`src/sv/bcsc_pkg.sv`:
```
// ----------------------------------------------------------------------------
// bcsc_pkg: shared constants, types and helpers
// Block geometry, field widths, register indexes and result word layout for
// the byte/bit chi-squared randomness checker.
// ----------------------------------------------------------------------------
package bcsc_pkg;

  // Block geometry
  localparam int BLOCK_BYTES    = 4096;
  localparam int SUBBLOCK_BYTES = 128;
  localparam int NUM_SUB        = (BLOCK_BYTES + SUBBLOCK_BYTES - 1) / SUBBLOCK_BYTES;
  localparam int SUB_IDX_W      = (NUM_SUB > 1) ? $clog2(NUM_SUB) : 1;
  localparam int SUB_MEM_DEPTH  = 2 ** (SUB_IDX_W + 1);
  localparam int POS_W          = $clog2(BLOCK_BYTES);
  localparam int SBYTE_W        = $clog2(SUBBLOCK_BYTES);
  localparam int BIN_EXPECT     = BLOCK_BYTES / 256;

  // Internal widths
  localparam int CNT_W   = $clog2(BLOCK_BYTES + 1);
  localparam int SUM_W   = 2 * POS_W + 1;
  localparam int ONES_W  = $clog2(SUBBLOCK_BYTES * 8 + 1);
  localparam int ONES_EXPECT = SUBBLOCK_BYTES * 4;

  // Field widths
  localparam int DATA_W       = 8;
  localparam int OFF_W        = 48;
  localparam int BYTE_LIM_W   = 24;
  localparam int BIT_DEV_W    = 10;
  localparam int HINT_W       = 8;
  localparam int SQ_OUT_W     = 24;
  localparam int ONES_OUT_W   = 11;
  localparam int CFG_IDX_W    = 2;
  localparam int CFG_DATA_W   = 24;

  localparam int CMP_W  = (ONES_W > BIT_DEV_W) ? ONES_W : BIT_DEV_W;
  localparam int CMPS_W = (SUM_W > BYTE_LIM_W) ? SUM_W : BYTE_LIM_W;

  localparam logic [SUM_W-1:0] SUM_INIT  = SUM_W'(256 * BIN_EXPECT * BIN_EXPECT);
  localparam logic [SUM_W-1:0] TWO_EXP   = SUM_W'(2 * BIN_EXPECT);
  localparam logic [ONES_W-1:0] ONES_EXP = ONES_W'(ONES_EXPECT);

  // Register reset values
  localparam logic [BYTE_LIM_W-1:0] BYTE_LIMIT_RST = 24'd5288;
  localparam logic [BIT_DEV_W-1:0]  BIT_DEV_RST    = 10'd62;
  localparam logic [HINT_W-1:0]     HINT_LIMIT_RST = 8'd3;

  typedef enum logic [CFG_IDX_W-1:0] {
    CFG_BYTE_LIMIT = 2'd0,
    CFG_BIT_DEV    = 2'd1,
    CFG_HINT_LIMIT = 2'd2
  } cfg_reg_e;

  typedef enum logic [1:0] {
    GS_IDLE,
    GS_SCAN,
    GS_FLUSH
  } gen_state_e;

  typedef struct packed {
    logic                  kind;
    logic                  block_bad;
    logic                  first_bad_in_area;
    logic [OFF_W-1:0]      offset;
    logic [SQ_OUT_W-1:0]   squared_sum;
    logic [ONES_OUT_W-1:0] ones_count;
    logic                  suppressed;
    logic                  last;
  } res_t;

  function automatic logic [3:0] popcnt8(input logic [7:0] v);
    logic [7:0] a;
    logic [7:0] b;
    a = (v & 8'h55) + ((v >> 1) & 8'h55);
    b = (a & 8'h33) + ((a >> 2) & 8'h33);
    return 4'((b & 8'h0F) + ((b >> 4) & 8'h0F));
  endfunction

endpackage

```
`src/sv/bcsc_if.sv`:
```
// ----------------------------------------------------------------------------
// bcsc channel interfaces
// Valid/ready channels for input bytes, result words and register writes.
// ----------------------------------------------------------------------------
interface bcsc_in_if;
  import bcsc_pkg::*;
  logic              valid;
  logic              ready;
  logic [DATA_W-1:0] data_byte;
  logic [OFF_W-1:0]  block_offset;
  logic              first_block_of_area;

  modport source (output valid, data_byte, block_offset, first_block_of_area,
                  input ready);
  modport sink   (input valid, data_byte, block_offset, first_block_of_area,
                  output ready);
endinterface

interface bcsc_out_if;
  import bcsc_pkg::*;
  logic                  valid;
  logic                  ready;
  logic                  kind;
  logic                  block_bad;
  logic                  first_bad_in_area;
  logic [OFF_W-1:0]      offset;
  logic [SQ_OUT_W-1:0]   squared_sum;
  logic [ONES_OUT_W-1:0] ones_count;
  logic                  suppressed;
  logic                  last;

  modport source (output valid, kind, block_bad, first_bad_in_area, offset,
                  squared_sum, ones_count, suppressed, last, input ready);
  modport sink   (input valid, kind, block_bad, first_bad_in_area, offset,
                  squared_sum, ones_count, suppressed, last, output ready);
endinterface

interface bcsc_cfg_if;
  import bcsc_pkg::*;
  logic                  valid;
  logic                  ready;
  logic [CFG_IDX_W-1:0]  index;
  logic [CFG_DATA_W-1:0] data;

  modport source (output valid, index, data, input ready);
  modport sink   (input valid, index, data, output ready);
endinterface

```
`src/sv/block_randomness_chi_square_check_top.sv`:
```
// ----------------------------------------------------------------------------
// block_randomness_chi_square_check_top
// Streams bytes of fixed-size blocks, keeps a byte histogram and per-subblock
// ones counts, and per block emits a verdict plus suspect subblock offsets.
// ----------------------------------------------------------------------------
//
//  channel  dir  word                                  accepted when
//  -------  ---  ------------------------------------  -----------------------
//  in_ch    in   data_byte, block_offset, first flag   valid && ready
//  out_ch   out  verdict or suspect result             valid && ready
//  cfg_ch   in   register index, write data            valid (ready tied high)
//
//  One byte per cycle. Histogram read-modify-write is pipelined as a memory
//  read, then update/write, forwarding between back-to-back equal bytes.
//  After a block's last byte the verdict is latched, a failing block with hints
//  left has its subblocks scanned, and the final word goes out; out_ch stalls hold them.
//  in_ch stalls only on a block's last byte while the previous block's results
//  are still going out. Reset clears control and histogram valid bits at once.
//
module block_randomness_chi_square_check_top (
  input  logic        clk_i,
  input  logic        rst_ni,
  bcsc_in_if.sink     in_ch,
  bcsc_out_if.source  out_ch,
  bcsc_cfg_if.sink    cfg_ch
);
  import bcsc_pkg::*;

  // --------------------------------------------------------------------------
  // Configuration registers
  // --------------------------------------------------------------------------
  logic [BYTE_LIM_W-1:0] byte_limit_q;
  logic [BIT_DEV_W-1:0]  bit_dev_q;
  logic [HINT_W-1:0]     hint_limit_q;

  assign cfg_ch.ready = 1'b1;

  always_ff @(posedge clk_i or negedge rst_ni) begin
    if (!rst_ni) begin
      byte_limit_q <= BYTE_LIMIT_RST;
      bit_dev_q    <= BIT_DEV_RST;
      hint_limit_q <= HINT_LIMIT_RST;
    end else if (cfg_ch.valid) begin
      case (cfg_ch.index)
        CFG_BYTE_LIMIT: byte_limit_q <= BYTE_LIM_W'(cfg_ch.data);
        CFG_BIT_DEV:    bit_dev_q    <= BIT_DEV_W'(cfg_ch.data);
        CFG_HINT_LIMIT: hint_limit_q <= HINT_W'(cfg_ch.data);
        default: ;  // unused index, write dropped
      endcase
    end
  end

  // --------------------------------------------------------------------------
  // Input side: byte position counters, bank (epoch) bit
  // --------------------------------------------------------------------------
  logic                 in_acc;
  logic                 in_rdy;
  logic [POS_W-1:0]     pos_q;
  logic [SBYTE_W-1:0]   sbyte_q;
  logic [SUB_IDX_W-1:0] sidx_q;
  logic                 epoch_q;
  logic                 pos_last;
  logic                 sbyte_last;
  gen_state_e           gs_q, gs_d;

  assign pos_last   = (pos_q == POS_W'(BLOCK_BYTES - 1));
  assign sbyte_last = (sbyte_q == SBYTE_W'(SUBBLOCK_BYTES - 1));
  // Last byte of a block waits until the previous block's results are out.
  assign in_rdy      = !(pos_last && (gs_q != GS_IDLE));
  assign in_ch.ready = in_rdy;
  assign in_acc      = in_ch.valid && in_rdy;

  always_ff @(posedge clk_i or negedge rst_ni) begin
    if (!rst_ni) begin
      pos_q   <= '0;
      sbyte_q <= '0;
      sidx_q  <= '0;
      epoch_q <= 1'b0;
    end else if (in_acc) begin
      if (pos_last) begin
        pos_q   <= '0;
        sbyte_q <= '0;
        sidx_q  <= '0;
        epoch_q <= !epoch_q;
      end else begin
        pos_q <= pos_q + POS_W'(1);
        if (sbyte_last) begin
          sbyte_q <= '0;
          sidx_q  <= sidx_q + SUB_IDX_W'(1);
        end else begin
          sbyte_q <= sbyte_q + SBYTE_W'(1);
        end
      end
    end
  end

  // --------------------------------------------------------------------------
  // Stage 1: histogram update, squared-sum update, subblock ones
  // --------------------------------------------------------------------------
  logic                 s1_vld_q;
  logic [DATA_W-1:0]    s1_byte_q;
  logic [OFF_W-1:0]     s1_off_q;
  logic                 s1_sfirst_q;
  logic                 s1_slast_q;
  logic                 s1_blast_q;
  logic [SUB_IDX_W-1:0] s1_sidx_q;
  logic                 s1_ep_q;

  always_ff @(posedge clk_i or negedge rst_ni) begin
    if (!rst_ni) begin
      s1_vld_q <= 1'b0;
    end else begin
      s1_vld_q <= in_acc;
    end
  end

  always_ff @(posedge clk_i) begin
    if (in_acc) begin
      s1_byte_q   <= in_ch.data_byte;
      s1_off_q    <= in_ch.block_offset;
      s1_sfirst_q <= (sbyte_q == '0);
      s1_slast_q  <= sbyte_last;
      s1_blast_q  <= pos_last;
      s1_sidx_q   <= sidx_q;
      s1_ep_q     <= epoch_q;
    end
  end

  logic                 blk_done;
  assign blk_done = s1_vld_q && s1_blast_q;

  // Histogram memory; valid bits stand in for the per-block clear.
  logic [CNT_W-1:0] hist_mem [256];
  logic [CNT_W-1:0] hist_rd_q;
  logic [255:0]     hvld_q;
  logic             fwd_hit_q;
  logic [CNT_W-1:0] fwd_val_q;
  logic [CNT_W-1:0] k_cur;
  logic [CNT_W-1:0] k_inc;
  logic [SUM_W-1:0] sum_q;
  logic [SUM_W-1:0] sum_nxt;

  always_comb begin
    if (fwd_hit_q) begin
      k_cur = fwd_val_q;
    end else if (hvld_q[s1_byte_q]) begin
      k_cur = hist_rd_q;
    end else begin
      k_cur = '0;
    end
    k_inc   = k_cur + CNT_W'(1);
    // k -> k+1 adds 2(k-E)+1
    sum_nxt = sum_q + SUM_W'({k_cur, 1'b1}) - TWO_EXP;
  end

  always_ff @(posedge clk_i) begin
    if (s1_vld_q) begin
      hist_mem[s1_byte_q] <= k_inc;
    end
    hist_rd_q <= hist_mem[in_ch.data_byte];
    // Write landing at the same edge as the read: forward it.
    fwd_hit_q <= s1_vld_q && !s1_blast_q && (s1_byte_q == in_ch.data_byte);
    fwd_val_q <= k_inc;
  end

  always_ff @(posedge clk_i or negedge rst_ni) begin
    if (!rst_ni) begin
      hvld_q <= '0;
      sum_q  <= SUM_INIT;
    end else if (s1_vld_q) begin
      if (s1_blast_q) begin
        hvld_q <= '0;
        sum_q  <= SUM_INIT;
      end else begin
        hvld_q[s1_byte_q] <= 1'b1;
        sum_q             <= sum_nxt;
      end
    end
  end

  // Subblock ones: running accumulator, finished counts into a two-bank memory
  logic [ONES_W-1:0] acc_q;
  logic [ONES_W-1:0] acc_nxt;
  logic [ONES_W-1:0] sub_mem [SUB_MEM_DEPTH];
  logic [ONES_W-1:0] sub_rd_q;
  logic [SUB_IDX_W-1:0] e_idx_q, e_idx_d;
  logic                 bank_q, bank_d;

  assign acc_nxt = (s1_sfirst_q ? '0 : acc_q) + ONES_W'(popcnt8(s1_byte_q));

  always_ff @(posedge clk_i) begin
    if (s1_vld_q) begin
      acc_q <= acc_nxt;
      if (s1_slast_q || s1_blast_q) begin
        sub_mem[{s1_ep_q, s1_sidx_q}] <= acc_nxt;
      end
    end
    sub_rd_q <= sub_mem[{bank_d, e_idx_d}];
  end

  // --------------------------------------------------------------------------
  // Result generator: verdict, then scan of the finished bank
  // --------------------------------------------------------------------------
  res_t              held_q, held_d;
  res_t              push_w;
  res_t              susp_w;
  res_t              out_q;
  logic              out_vld_q;
  logic              out_free;
  logic              push;
  logic [OFF_W-1:0]  base_q, base_d;
  logic [HINT_W-1:0] hints_q, hints_d;
  logic [HINT_W-1:0] hints_eff;
  logic              area_q, area_d, area_eff;
  logic              pclr_q, pclr_d;
  logic              rv_q;
  logic              bad;
  logic [ONES_W-1:0] dev;
  logic              suspect;
  logic              hint_hits;

  assign out_free  = !out_vld_q || out_ch.ready;
  assign bad       = CMPS_W'(sum_nxt) > CMPS_W'(byte_limit_q);
  assign dev       = (sub_rd_q >= ONES_EXP) ? (sub_rd_q - ONES_EXP) : (ONES_EXP - sub_rd_q);
  assign suspect   = CMP_W'(dev) > CMP_W'(bit_dev_q);
  assign hint_hits = ((9'(hints_q) + 9'd1) == 9'(hint_limit_q));

  always_comb begin
    susp_w                   = held_q;
    susp_w.kind              = 1'b1;
    susp_w.block_bad         = 1'b1;
    susp_w.offset            = base_q + OFF_W'(e_idx_q * SUBBLOCK_BYTES);
    susp_w.ones_count        = ONES_OUT_W'(sub_rd_q);
    susp_w.suppressed        = hint_hits;
    susp_w.last              = 1'b0;
  end

  always_comb begin
    gs_d      = gs_q;
    held_d    = held_q;
    e_idx_d   = e_idx_q;
    hints_d   = hints_q;
    area_d    = area_q;
    pclr_d    = pclr_q;
    bank_d    = bank_q;
    base_d    = base_q;
    push      = 1'b0;
    push_w    = held_q;
    area_eff  = area_q;
    hints_eff = hints_q;
    case (gs_q)
      GS_IDLE: begin
        // Area restart requested by an earlier first byte takes effect here,
        // after the previous block's hints are counted.
        if (pclr_q) begin
          area_eff = 1'b0;
          hints_eff = '0;
          pclr_d    = 1'b0;
        end
        area_d  = area_eff;
        hints_d = hints_eff;
        if (blk_done) begin
          held_d.kind              = 1'b0;
          held_d.block_bad         = bad;
          held_d.first_bad_in_area = bad && !area_eff;
          held_d.offset            = s1_off_q;
          held_d.squared_sum       = SQ_OUT_W'(sum_nxt);
          held_d.ones_count        = '0;
          held_d.suppressed        = 1'b0;
          held_d.last              = 1'b0;
          area_d  = area_eff || bad;
          base_d  = s1_off_q;
          bank_d  = s1_ep_q;
          e_idx_d = '0;
          gs_d    = (bad && (hints_eff < hint_limit_q)) ? GS_SCAN : GS_FLUSH;
        end
      end
      GS_SCAN: begin
        if (rv_q) begin
          if (suspect) begin
            if (out_free) begin
              push    = 1'b1;
              held_d  = susp_w;
              hints_d = hints_q + HINT_W'(1);
              if (hint_hits || (e_idx_q == SUB_IDX_W'(NUM_SUB - 1))) begin
                gs_d = GS_FLUSH;
              end else begin
                e_idx_d = e_idx_q + SUB_IDX_W'(1);
              end
            end
          end else if (e_idx_q == SUB_IDX_W'(NUM_SUB - 1)) begin
            gs_d = GS_FLUSH;
          end else begin
            e_idx_d = e_idx_q + SUB_IDX_W'(1);
          end
        end
      end
      GS_FLUSH: begin
        if (out_free) begin
          push        = 1'b1;
          push_w.last = 1'b1;
          gs_d        = GS_IDLE;
        end
      end
      default: begin
        gs_d = GS_IDLE;
      end
    endcase
    if (in_acc && (pos_q == '0) && in_ch.first_block_of_area) begin
      pclr_d = 1'b1;
    end
  end

  always_ff @(posedge clk_i or negedge rst_ni) begin
    if (!rst_ni) begin
      gs_q      <= GS_IDLE;
      e_idx_q   <= '0;
      hints_q   <= '0;
      area_q    <= 1'b0;
      pclr_q    <= 1'b0;
      bank_q    <= 1'b0;
      rv_q      <= 1'b0;
      out_vld_q <= 1'b0;
    end else begin
      gs_q    <= gs_d;
      e_idx_q <= e_idx_d;
      hints_q <= hints_d;
      area_q  <= area_d;
      pclr_q  <= pclr_d;
      bank_q  <= bank_d;
      // Read data lines up with e_idx_q once rv_q, a registered copy of the scan state, is set;
      // the first scan cycle waits so the bank's final write has landed.
      rv_q    <= (gs_q == GS_SCAN);
      if (push) begin
        out_vld_q <= 1'b1;
      end else if (out_ch.ready) begin
        out_vld_q <= 1'b0;
      end
    end
  end

  always_ff @(posedge clk_i) begin
    held_q <= held_d;
    base_q <= base_d;
    if (push) begin
      out_q <= push_w;
    end
  end

  assign out_ch.valid             = out_vld_q;
  assign out_ch.kind              = out_q.kind;
  assign out_ch.block_bad         = out_q.block_bad;
  assign out_ch.first_bad_in_area = out_q.first_bad_in_area;
  assign out_ch.offset            = out_q.offset;
  assign out_ch.squared_sum       = out_q.squared_sum;
  assign out_ch.ones_count        = out_q.ones_count;
  assign out_ch.suppressed        = out_q.suppressed;
  assign out_ch.last              = out_q.last;

`ifndef SYNTHESIS
  a_last_byte_gen_idle: assert property (@(posedge clk_i) disable iff (!rst_ni)
    (in_acc && pos_last) |-> (gs_q == GS_IDLE))
    else $error("block end accepted while results pending");

  a_done_starts_gen: assert property (@(posedge clk_i) disable iff (!rst_ni)
    blk_done |=> (gs_q != GS_IDLE))
    else $error("block end did not start result generation");

  a_scan_only_bad: assert property (@(posedge clk_i) disable iff (!rst_ni)
    (gs_q == GS_SCAN) |-> held_q.block_bad)
    else $error("subblock scan on a passing block");

  a_scan_data_valid: assert property (@(posedge clk_i) disable iff (!rst_ni)
    ((gs_q == GS_SCAN) && $past(gs_q == GS_SCAN)) |-> rv_q)
    else $error("scan read data not aligned");
`endif

endmodule

```
`src/flat_wrapper.sv`:
```
// flat-port wrapper written by rule: the top's interface ports become plain ports
module block_randomness_chi_square_check_top_flat import bcsc_pkg::*;
  (clk_i, rst_ni, in_ch_valid, in_ch_data_byte, in_ch_block_offset, in_ch_first_block_of_area, in_ch_ready, out_ch_valid, out_ch_kind, out_ch_block_bad, out_ch_first_bad_in_area, out_ch_offset, out_ch_squared_sum, out_ch_ones_count, out_ch_suppressed, out_ch_last, out_ch_ready, cfg_ch_valid, cfg_ch_index, cfg_ch_data, cfg_ch_ready);
  bcsc_in_if in_ch_i ();
  bcsc_out_if out_ch_i ();
  bcsc_cfg_if cfg_ch_i ();
  input  logic clk_i;
  input  logic rst_ni;
  input wire logic [$bits(in_ch_i.valid)-1:0] in_ch_valid;
  input wire logic [$bits(in_ch_i.data_byte)-1:0] in_ch_data_byte;
  input wire logic [$bits(in_ch_i.block_offset)-1:0] in_ch_block_offset;
  input wire logic [$bits(in_ch_i.first_block_of_area)-1:0] in_ch_first_block_of_area;
  output wire logic [$bits(in_ch_i.ready)-1:0] in_ch_ready;
  output wire logic [$bits(out_ch_i.valid)-1:0] out_ch_valid;
  output wire logic [$bits(out_ch_i.kind)-1:0] out_ch_kind;
  output wire logic [$bits(out_ch_i.block_bad)-1:0] out_ch_block_bad;
  output wire logic [$bits(out_ch_i.first_bad_in_area)-1:0] out_ch_first_bad_in_area;
  output wire logic [$bits(out_ch_i.offset)-1:0] out_ch_offset;
  output wire logic [$bits(out_ch_i.squared_sum)-1:0] out_ch_squared_sum;
  output wire logic [$bits(out_ch_i.ones_count)-1:0] out_ch_ones_count;
  output wire logic [$bits(out_ch_i.suppressed)-1:0] out_ch_suppressed;
  output wire logic [$bits(out_ch_i.last)-1:0] out_ch_last;
  input wire logic [$bits(out_ch_i.ready)-1:0] out_ch_ready;
  input wire logic [$bits(cfg_ch_i.valid)-1:0] cfg_ch_valid;
  input wire logic [$bits(cfg_ch_i.index)-1:0] cfg_ch_index;
  input wire logic [$bits(cfg_ch_i.data)-1:0] cfg_ch_data;
  output wire logic [$bits(cfg_ch_i.ready)-1:0] cfg_ch_ready;
  assign in_ch_i.valid = in_ch_valid;
  assign in_ch_i.data_byte = in_ch_data_byte;
  assign in_ch_i.block_offset = in_ch_block_offset;
  assign in_ch_i.first_block_of_area = in_ch_first_block_of_area;
  assign in_ch_ready = in_ch_i.ready;
  assign out_ch_valid = out_ch_i.valid;
  assign out_ch_kind = out_ch_i.kind;
  assign out_ch_block_bad = out_ch_i.block_bad;
  assign out_ch_first_bad_in_area = out_ch_i.first_bad_in_area;
  assign out_ch_offset = out_ch_i.offset;
  assign out_ch_squared_sum = out_ch_i.squared_sum;
  assign out_ch_ones_count = out_ch_i.ones_count;
  assign out_ch_suppressed = out_ch_i.suppressed;
  assign out_ch_last = out_ch_i.last;
  assign out_ch_i.ready = out_ch_ready;
  assign cfg_ch_i.valid = cfg_ch_valid;
  assign cfg_ch_i.index = cfg_ch_index;
  assign cfg_ch_i.data = cfg_ch_data;
  assign cfg_ch_ready = cfg_ch_i.ready;
  block_randomness_chi_square_check_top u_core (.clk_i(clk_i), .rst_ni(rst_ni), .in_ch(in_ch_i), .out_ch(out_ch_i), .cfg_ch(cfg_ch_i));
endmodule
```
`config.mk`:
```
export PLATFORM = sky130hd
export DESIGN_NAME = block_randomness_chi_square_check_top_flat
export DESIGN_NICKNAME = d
export VERILOG_FILES = /design/src/sv/bcsc_pkg.sv /design/src/sv/bcsc_if.sv /design/src/sv/block_randomness_chi_square_check_top.sv /design/src/flat_wrapper.sv
export SDC_FILE = /design/constraint.sdc
export NUM_CORES = 2
export LEC_CHECK = 0
export ABC_AREA = 0
export BUFFER_PORTS_ARGS = -buffer_cell sky130_fd_sc_hd__clkbuf_2
export CAP_MARGIN = 20
export CORE_MARGIN = 2
export CORE_UTILIZATION = 40
export CTS_CLUSTER_SIZE = 40
export DETAILED_ROUTE_END_ITERATION = 6
export HOLD_SLACK_MARGIN = 0.15
export SKIP_CTS_REPAIR_TIMING = 1
export SYNTH_ARGS = -nofsm -noshare
export SYNTH_HDL_FRONTEND = slang
export SYNTH_SLANG_ARGS = --single-unit
```
`constraint.sdc`:
```
create_clock -name clk_i -period 14.58 [get_ports clk_i]
set_input_delay 0.729 -clock clk_i [delete_from_list [all_inputs] [get_ports clk_i]]
set_output_delay 0.729 -clock clk_i [all_outputs]
set_load 0.02 [all_outputs]
```
==> reports/results.ini <==
[outcome]
status = complete, but fails checks
failed_checks = DRC

[clocking]
cts_buffers = 471
clock-root-buffer = clkbuf_16
clk_latency_ns = 1.04
clk_pin_slew_ns = 0.06
clock-sinks = 4738
cts_tree = built
htreeDepth = 5
cts_buffer_depth = 4

[pwr]
pwr-share-comb_pct = 9.5
switchingPower_mw = 7.22
p_int_mw = 23.6
pwr_density_cell_mw_per_mm2 = 144
leakagePower_nw = 70.5
pwr-share-seq_pct = 50.7
peakVddDrop_mv = 0.153
p_sw_share_pct = 23.5
clkPwrFrac_pct = 39.8

[final_layout]
drive_gt1_share_pct = 27.0
area_growth_pct = 15.1
instances_no_fill = 16500
finalNetCount = 10100
fin_util_pct = 46.1
num-fill-cells = 38200
design_area_mm2 = 0.213

[worst_setup_path]
setup.worst_path.start_class = register
r2r_slack_ns = 4.89
worst_path_largest_cell_delay_ns = 1.06
critPathMaxFanout = 48
critical_path_required_ns = 15.29
cp_slowest_cell = edfxtp_1
endpoint_kind = register
critical_path_class = reg2reg
crit_top_cell = nand2_1
arrival_ns = 10.40

[detailed_routing]
vias = 94000
vias_per_cell = 5.71
drt_iter0_markers = 10500
wl_per_cell_um = 28.9
drt-total-wl_mm = 476
drc = 1
firstDrtPassIters = 7
ant_nets = 0

[logic_synthesis]
seq_area_frac_synth_pct = 75.5
synth_top_cell_area_share_pct = 70.1
synth_commonest_cells = edfxtp_1 (4,331), mux4_2 (1,188), nand2_1 (497)
syn_area_mm2 = 0.185
synth.avg_cell_area_um2 = 20.1
yosysWarnings = 0
synth-seq-cells = 4738
async_flop_share_pct = 7.79
synth-main-ff-cell = edfxtp_1
syn_nets = 9421
synth_most_common_cell = edfxtp_1
synth_cells = 9202
yosys-top-cells-area = edfxtp_1 (70%), mux4_2 (14%), dfrtp_1 (4.8%)
synth_edf_count = 4331
synth.distinct_cells = 78
synth_top_area_cell = edfxtp_1

[floorplanning]
die_w_um = 685
die_area_mm2 = 0.469
coreArea_mm2 = 0.463
rows = 250
dieHeight_um = 685
pin_count = 179
start_util_pct = 40.1

[sta]
fin_crit_ns = 9.69
clock.fmax_ghz = 0.103
maxSlewHeadroom_pct = 23.3
tns_ns = 0
worst_pin_slew_ns = 1.15
hold-worst-slack_ns = 0.221
hold_viol = 0
slew_violations = 0
setup_viol = 0
rsz0062_at_grt = no
finalCritPeriodShare_pct = 66.5
fin_skew_ns = 0.0798

[place]
place_inst = 15400
place_congestion = 0.832
portBuffers = 177
place_area_mm2 = 0.196
dp_hpwl_mm = 284

[grt]
grt_pass1_wl_mm = 683
grt_pass1_vias = 94800
grt_max_degree = 178
grt_overflow = 0
antenna_found_initial = 20
grt.total_usage_pct = 19.8

[run]
max_cap_violations = 0

[worst_hold_path]
hold_class = in2async

[worst max-delay path, delay by kind of cell (launching register included)]
kind / cells / cell delay [ns]
buffers and inverters: 3 / 0.92
and+or+nand+nor: 9 / 1.62
adders and majority gates: 4 / 1.44
DFF: 1 / 1.06
xor gates and xnor gates: 1 / 0.26
AOI/OAI and AO/OA: 13 / 2.35
muxes: 3 / 1.65
[path summary, 6_finish.rpt]
check / startpoint / end / cells after the start
setup / recovery: u_core.s1_byte_q[2] / u_core.held_q[86] / 33
hold / removal: rst_ni / u_core.e_idx_q[0] / 2
setup reg to reg: u_core.s1_byte_q[2] / u_core.held_q[86] / 33
hold reg to reg: u_core.held_q[4] / u_core.out_ch.ones_count[2] / 0
max in group asynchronous: rst_ni / u_core.hvld_q[242] / 7
min in group clk_i: in_ch_data_byte[7] / u_core.s1_byte_q[7] / 1
[flip-flops by register name (all words and copies together) (netlist names), 7 cells and up]
| name | flops |
|---|---|
| u_core.hint_limit_q | 8 |
| u_core.out_ch.squared_sum | 24 |
| u_core.acc_q | 11 |
| u_core.sum_q | 25 |
| u_core.fwd_val_q | 13 |
| u_core.out_ch.ones_count | 11 |
| u_core.bit_dev_q | 10 |
| u_core.sbyte_q | 7 |
| u_core.base_q | 48 |
| u_core.pos_q | 12 |
| u_core.out_ch.offset | 48 |
| u_core.sub_rd_q | 11 |
| u_core.byte_limit_q | 24 |
| u_core.hints_q | 8 |
| u_core.s1_byte_q | 8 |
| u_core.hist_mem | 3328 |
| u_core.sub_mem | 704 |
| u_core.hist_rd_q | 13 |
| u_core.held_q | 87 |
| u_core.hvld_q | 256 |
| u_core.s1_off_q | 48 |
[cell families (layout without fill, tap and decap cells)]
group                    count (synthesis)  count (layout)  share of synthesized area [%]
buffers and inverters                  648            1723                           1.38
other                                    1              15                        0.00202
AND/OR/NAND/NOR                       1325            1325                           3.06
XOR/XNOR                               123             123                          0.581
flip-flops                            4738            4738                           75.5
multiplexers                          1372            1372                           15.4
adder cells (fa/ha/maj)                131             131                          0.908
AO/OA/AOI/OAI                          864             864                           3.07
[final cells by class]
| type | instances | area (µm²) | area share, % |
|---|---|---|---|
| inverter | 165 | 633 | 0.297 |
| antenna | 14 | 35.0 | 0.0164 |
| sequential | 4738 | 140000 | 65.6 |
| multi-input combinational | 3816 | 43500 | 20.4 |
| clock inverter | 276 | 2840 | 1.33 |
| clock buffer | 610 | 12900 | 6.04 |
| timing repair buffer | 672 | 5700 | 2.67 |
| tap | 6174 | 7720 | 3.62 |
[cell usage in the layout, fill, tap and decap left out, types with 158 or more instances in the layout]
| master | count |
|---|---|
| o21a_1 | 263 |
| mux4_2 | 1188 |
| clkbuf_2 | 170 |
| nor2_2 | 178 |
| edfxtp_1 | 4331 |
| inv_1 | 158 |
| nand3_1 | 158 |
| a21oi_1 | 256 |
| clkbuf_16 | 482 |
| nand2_1 | 496 |
| buf_4 | 341 |
| nor2_1 | 308 |
| dfrtp_1 | 355 |
[per-layer routing]
layer	vias up	share of wire, %	GRT usage (%)
met1	50900	40	26.8
met4	4	3.0	5.99
met3	750	6.8	2.85
met5	-	0.0072	0
li1	38700	-	-
met2	3636	50	33.5
[metrics by stage]
| stage | setup WS [ns] | power [mW] |
|---|---|---|
| 3_5_place_dp | 4.97 | 18.8 |
| 3_3_place_gp | 4.95 | 18.7 |
| 6_report | 4.89 | 30.8 |
| 4_1_cts | 4.93 | 31.0 |
| 2_1_floorplan | 1.92 | 17.8 |
| 5_1_grt | 4.08 | 31.8 |
[power by group through the flow]
| stage | Combinational, mW | Clock [mW] | Sequential, mW |
|---|---|---|---|
| 4_1_cts | 2.93 | 12.5 | 15.6 |
| 2_1_floorplan | 1.81 | 0 | 16.0 |
| 5_1_grt | 3.18 | 13.0 | 15.6 |
| 3_5_place_dp | 2.91 | 0 | 15.9 |
| 3_3_place_gp | 2.82 | 0 | 15.9 |
| 6_report | 2.91 | 12.3 | 15.6 |
Note: power is estimated with default switching activity, not from simulation.
